===== src/hw/rtl/atk_pkg.sv =====
// ----------------------------------------------------------------------------
// atk_pkg
// Types and character codes shared by the argument tokenizer files.
// ----------------------------------------------------------------------------
package atk_pkg;

  localparam int CHAR_W = 8;
  localparam int IDX_W  = 8;

  // register indexes
  localparam logic [1:0] REG_COMMENT_CHAR = 2'd0;
  localparam logic [1:0] REG_LITERAL_BS   = 2'd1;
  localparam logic [1:0] REG_FIRST_ENTRY  = 2'd2;
  localparam logic [1:0] REG_MAX_ENTRIES  = 2'd3;

  // character codes
  localparam logic [CHAR_W-1:0] CH_NUL    = 8'h00;
  localparam logic [CHAR_W-1:0] CH_TAB    = 8'h09;
  localparam logic [CHAR_W-1:0] CH_LF     = 8'h0a;
  localparam logic [CHAR_W-1:0] CH_CR     = 8'h0d;
  localparam logic [CHAR_W-1:0] CH_SPACE  = 8'h20;
  localparam logic [CHAR_W-1:0] CH_QUOTE  = 8'h22;
  localparam logic [CHAR_W-1:0] CH_BSLASH = 8'h5c;
  localparam logic [CHAR_W-1:0] CH_0      = 8'h30;
  localparam logic [CHAR_W-1:0] CH_7      = 8'h37;
  localparam logic [CHAR_W-1:0] CH_9      = 8'h39;
  localparam logic [CHAR_W-1:0] CH_UC_A   = 8'h41;
  localparam logic [CHAR_W-1:0] CH_UC_F   = 8'h46;
  localparam logic [CHAR_W-1:0] CH_LC_A   = 8'h61;
  localparam logic [CHAR_W-1:0] CH_LC_B   = 8'h62;
  localparam logic [CHAR_W-1:0] CH_LC_F   = 8'h66;
  localparam logic [CHAR_W-1:0] CH_LC_N   = 8'h6e;
  localparam logic [CHAR_W-1:0] CH_LC_R   = 8'h72;
  localparam logic [CHAR_W-1:0] CH_LC_T   = 8'h74;
  localparam logic [CHAR_W-1:0] CH_LC_V   = 8'h76;
  localparam logic [CHAR_W-1:0] CH_LC_X   = 8'h78;

  // control codes produced by escapes
  localparam logic [CHAR_W-1:0] CC_BEL = 8'h07;
  localparam logic [CHAR_W-1:0] CC_BS  = 8'h08;
  localparam logic [CHAR_W-1:0] CC_VT  = 8'h0b;
  localparam logic [CHAR_W-1:0] CC_FF  = 8'h0c;

  // digit value offsets and escape value limits
  localparam logic [CHAR_W-1:0] HEX_LC_BIAS = CH_LC_A - 8'd10;
  localparam logic [CHAR_W-1:0] HEX_UC_BIAS = CH_UC_A - 8'd10;
  localparam logic [CHAR_W-1:0] HEX_LIMIT   = 8'd15;
  localparam logic [CHAR_W-1:0] OCT_LIMIT   = 8'hff >> 3;

  typedef struct packed {
    logic [CHAR_W-1:0] comment_char;
    logic              literal_backslash;
    logic [IDX_W-1:0]  first_entry;
    logic [IDX_W-1:0]  max_entries;
  } cfg_t;

  localparam cfg_t CFG_RESET = '{
    comment_char:      8'd59,
    literal_backslash: 1'b0,
    first_entry:       8'd0,
    max_entries:       8'd64
  };

  typedef struct packed {
    logic [CHAR_W-1:0] char_code;
  } in_item_t;

  typedef struct packed {
    logic [CHAR_W-1:0] out_char;
    logic              char_valid;
    logic              token_end;
    logic [IDX_W-1:0]  token_index;
    logic              text_done;
    logic [IDX_W-1:0]  arg_count;
    logic              last;
  } out_item_t;

  // results of one byte: up to two items and their count
  typedef struct packed {
    out_item_t [1:0] res;
    logic [1:0]      n;
  } step_res_t;

endpackage


===== src/hw/rtl/atk_res_queue.sv =====
// ----------------------------------------------------------------------------
// atk_res_queue
// Four-entry result queue: takes up to two items a cycle, hands out one,
// head always at slot zero.
// ----------------------------------------------------------------------------
module atk_res_queue (
  input  logic                clk,
  input  logic                rst,
  input  logic                push,
  input  atk_pkg::step_res_t  wr,
  input  logic                pop,
  output atk_pkg::out_item_t  head,
  output logic                not_empty,
  output logic                room
);

  localparam int QDEPTH = 4;
  localparam int CNT_W  = $clog2(QDEPTH + 1);

  atk_pkg::out_item_t [QDEPTH-1:0] slot;
  atk_pkg::out_item_t [QDEPTH-1:0] slot_next;
  logic [CNT_W-1:0]                count;
  logic [CNT_W-1:0]                count_next;
  logic [CNT_W-1:0]                base;
  logic [CNT_W-1:0]                add;

  always_comb begin
    base = count - {{(CNT_W-1){1'b0}}, pop};
    add  = push ? CNT_W'(wr.n) : '0;
    for (int i = 0; i < QDEPTH - 1; i++) begin
      slot_next[i] = pop ? slot[i+1] : slot[i];
    end
    slot_next[QDEPTH-1] = slot[QDEPTH-1];
    for (int i = 0; i < QDEPTH; i++) begin
      if (push && (wr.n != 2'd0) && (base == CNT_W'(i))) slot_next[i] = wr.res[0];
      if (push && (wr.n == 2'd2) && (base + 1'b1 == CNT_W'(i))) slot_next[i] = wr.res[1];
    end
    count_next = base + add;
  end

  always_ff @(posedge clk) begin
    slot <= slot_next;
  end

  always_ff @(posedge clk) begin
    if (rst) begin
      count <= '0;
    end else begin
      count <= count_next;
    end
  end

  assign head      = slot[0];
  assign not_empty = count != '0;
  assign room      = count <= CNT_W'(QDEPTH - 2);

endmodule


===== config.mk =====
export PLATFORM = sky130hd
export DESIGN_NAME = atk_res_queue
export DESIGN_NICKNAME = d
export VERILOG_FILES = /design/src/hw/rtl/atk_pkg.sv /design/src/hw/rtl/atk_res_queue.sv
export SDC_FILE = /design/constraint.sdc
export NUM_CORES = 1
export LEC_CHECK = 0
export ABC_AREA = 1
export BUFFER_PORTS_ARGS = -buffer_cell sky130_fd_sc_hd__buf_2
export CORE_MARGIN = 5
export CORE_UTILIZATION = 60
export CTS_CLUSTER_SIZE = 28
export DETAILED_ROUTE_END_ITERATION = 7
export PLACE_DENSITY = 0.83
export SETUP_SLACK_MARGIN = 0.15
export SYNTH_ARGS = -nofsm -noshare
export SYNTH_HDL_FRONTEND = slang
export SYNTH_SLANG_ARGS = --single-unit

===== constraint.sdc =====
create_clock -name clk -period 4.4 [get_ports clk]
set_clock_uncertainty 0.05 [all_clocks]
set_input_delay 0.66 -clock clk [delete_from_list [all_inputs] [get_ports clk]]
set_output_delay 0.66 -clock clk [all_outputs]
set_load 0.01 [all_outputs]

==> tab_implementation.tex <==
\begin{tabular}{lr}
\hline
Metric & Value \\
\hline
\multicolumn{2}{l}{\textbf{Cells and area}} \\
\quad Antenna cell count & 0 \\
\quad Post-route design area & 0.00757 mm2 \\
\quad Fill count & 897 \\
\quad Proportion of layout cells with a drive suffix above 1 & 0.171 \\
\quad Count of nets after finishing & 949 \\
\quad Layout Area Growth over Synthesis & 11.2\% \\
\multicolumn{2}{l}{\textbf{STA}} \\
\quad Final slew viol count & 0 \\
\quad Peak Freq & 348 MHz \\
\quad Least-Margin Pin Slew & 772 ps \\
\quad Total setup violations reported at the end of the flow & 0 \\
\quad Minimum clock period & 2870 ps \\
\quad Number of hold violations in the final report & 0 \\
\quad Aggregate negative setup slack & 0 ps \\
\quad Unrepaired setup endpoints after global routing & false \\
\quad Final clock period utilization by the worst path & 0.653 \\
\quad Slew headroom & 0.485 \\
\multicolumn{2}{l}{\textbf{Drt}} \\
\quad DR iter-0 viols & 686 \\
\quad Average wire per standard cell & 16.2 um \\
\quad DRC viols & 0 \\
\quad Detailed Routing Iterations Pass 1 & 6 \\
\quad Vias post-DR & 5879 \\
\quad Detailed Route WL & 16800 um \\
\quad Residual antenna-violating net count after detailed routing & 0 \\
\quad Post-detailed-route via-to-cell ratio & 5.66 \\
\multicolumn{2}{l}{\textbf{Die}} \\
\quad Number of top-level design ports & 92 \\
\quad Vertical die dimension & 117 um \\
\quad Die Outline Area & 0.0136 mm2 \\
\quad Core Footprint & 0.0113 mm2 \\
\quad Initial core utilization & 0.604 \\
\quad Cell row count & 39 \\
\quad X dimension of the die & 117 um \\
\multicolumn{2}{l}{\textbf{Pwr}} \\
\quad IR Drop Worst-Case VDD & 0.269 mV \\
\quad Leakage & 3.70 nW \\
\quad Total power divided by cell area & 466 mW/mm2 \\
\multicolumn{2}{l}{\textbf{Clocking}} \\
\quad H-tree depth reported by CTS & 4 \\
\quad Number of clock sinks & 115 \\
\quad Post-CTS Setup Repair Bufs & 0 \\
\quad Hold-fix buffers at CTS & 0 \\
\quad Post-CTS Resized & 0 \\
\quad CTS tree & built \\
\quad CTS buffer count & 17 \\
\quad Number of buffers on the longest clock path & 2 \\
\quad Register clock-pin slew on the reported worst setup and hold paths & 50 ps \\
\quad Cell at the root of the clock tree & sky130\_fd\_sc\_hd\_\_clkbuf\_16 \\
\quad Clk Latency, worst-skew pair & 400 ps \\
\multicolumn{2}{l}{\textbf{Global routing}} \\
\quad Antenna violations before repair & 0 \\
\quad Via count of the first global-routing pass & 5533 \\
\quad Maximum number of pins on one net before global-route repair & 55 \\
\quad Total grt overflow & 0 \\
\quad GRT Resource Usage Total & 0.254 \\
\quad Global-route wire length before repair & 27000 um \\
\multicolumn{2}{l}{\textbf{Flow run}} \\
\quad Max-cap violations & 0 \\
\multicolumn{2}{l}{\textbf{Placement}} \\
\quad Detailed-placement wirelength estimate & 10600 um \\
\quad Global placer's final weighted congestion & 0.868 \\
\quad Area after DPL & 0.00707 mm2 \\
\quad Number of I/O port buffers & 91 \\
\multicolumn{2}{l}{\textbf{Logic synthesis}} \\
\quad Library cells used by synthesis & 23 \\
\quad FF+latch count, synth & 115 \\
\quad Total nets after synthesis & 904 \\
\quad Sequential element share of the synthesized area & 0.503 \\
\quad Count of yosys warnings during synthesis & 0 \\
\quad Synthesized area & 0.00681 mm2 \\
\quad Synth Area per Inst & 8.12 um2 \\
\quad Cells after Synth & 839 \\
\multicolumn{2}{l}{\textbf{Setup path}} \\
\quad Type of element launching the critical path & input port \\
\quad Maximum net fanout on the critical path & 33 \\
\quad Critical setup path kind & in -> reg \\
\quad Type of element capturing the critical path & register \\
\quad Arrival @ worst endpoint & 3090 ps \\
\quad Worst Path Required & 4620 ps \\
\multicolumn{2}{l}{\textbf{Min path}} \\
\quad Kind of path behind the tightest hold check & in -> reg \\
\multicolumn{2}{l}{\textbf{Outcome}} \\
\quad Outcome & completed \\
\hline
\end{tabular}
[metal layers]
layer  wire (um)  vias up  GRT usage
li1            -     2829          -
met1        6680     2716      0.320
met2        8460      290      0.430
met3        1290       44     0.0440
met4         385        0      0.112
met5           0        -          0
[metrics by stage]
step	setup WS (ps)	power, mW	utilization	instances	hold slack (ps)
floorplan	1330	2.16	-	839	531
finish	1530	3.53	0.672	1038	395
global placement	1240	2.30	0.627	1008	541
CTS	1570	3.53	0.672	1038	384
detailed placement	1170	2.33	0.627	1008	552
global route	1300	3.70	0.672	1038	408
[cells in the final DEF (no fill, tap or decap), types with 4 or more instances in the layout]
master / netlist / layout
sky130_fd_sc_hd__nand2_1: 260 / 260
sky130_fd_sc_hd__inv_1: 120 / 120
sky130_fd_sc_hd__edfxtp_1: 112 / 112
sky130_fd_sc_hd__nand3_1: 92 / 91
sky130_fd_sc_hd__buf_2: 29 / 91
sky130_fd_sc_hd__nand4_1: 85 / 85
sky130_fd_sc_hd__nor2_1: 33 / 32
sky130_fd_sc_hd__a21oi_1: 26 / 26
sky130_fd_sc_hd__buf_4: 39 / 21
sky130_fd_sc_hd__clkbuf_16: 0 / 17
sky130_fd_sc_hd__inv_2: 5 / 5
sky130_fd_sc_hd__clkinv_2: 0 / 5
sky130_fd_sc_hd__a21oi_2: 4 / 4
sky130_fd_sc_hd__clkbuf_1: 12 / 4
[path summary, 6_finish.rpt]
| kind | endpoint | cells after the start | startpoint | slack, ps |
|---|---|---|---|---|
| max | slot[46]$_DFFE_PP_ | 10 | pop | 1530 |
| min | count[1]$_SDFF_PP0_ | 2 | rst | 390 |
| max reg2reg | slot[46]$_DFFE_PP_ | 10 | count[0]$_SDFF_PP0_ | 1530 |
| min reg2reg | slot[73]$_DFFE_PP_ | 4 | slot[101]$_DFFE_PP_ | 560 |
[worst max-delay path, stage by stage]
cell	delay, ps
sky130_fd_sc_hd__buf_2	100
sky130_fd_sc_hd__ha_1	200
sky130_fd_sc_hd__ha_1	190
sky130_fd_sc_hd__inv_1	50
sky130_fd_sc_hd__nand2_1	50
sky130_fd_sc_hd__nand2_2	490
sky130_fd_sc_hd__nand3_2	470
sky130_fd_sc_hd__inv_2	590
sky130_fd_sc_hd__nand2_1	160
sky130_fd_sc_hd__nand2_1	110
[state kept, by name, summed over array words and instances (netlist names)]
signal	flops
head	28
count	3
slot	84
[logic make-up (layout without fill, tap and decap cells)]
kind of cell	Yosys count	count (layout)	synth area share
fa+ha+maj	3	3	0.00661
flops	115	115	0.503
compound gates	30	30	0.0243
simple gates	480	480	0.318
buf+inv	211	267	0.149
[synth_stat cells (all sizes together)]
cell    instances  share of area
nand4          85          0.078
nand3b          1         0.0011
nor2           35          0.020
nor3b           1         0.0011
nor3            1        0.00073
fa              1         0.0029
inv           125          0.069
dfxtp           3         0.0088
ha              2         0.0037
a21oi          30          0.024
nand3          94          0.071
clkbuf         12         0.0066
nand2         263           0.15
edfxtp        112           0.49
buf            74          0.073
[where the power goes]
| part | leakage, nW | internal, mW | switching (mW) |
|---|---|---|---|
| Clock | 0.253 | 0.755 | 0.449 |
| Combinational | 2.34 | 0.256 | 0.579 |
| Sequential | 1.10 | 1.45 | 0.0447 |
[final cells by class]
class,instances,area (um2),share of cell area
Clock buffer,21,440,0.0582
Clock inverter,9,66.3,0.00876
Inverter,125,469,0.0620
Multi-Input combinational cell,513,2380,0.314
Sequential cell,115,3420,0.452
Tap cell,143,179,0.0236
Timing Repair Buffer,112,613,0.0810
Power figures use the tool's default switching activity.
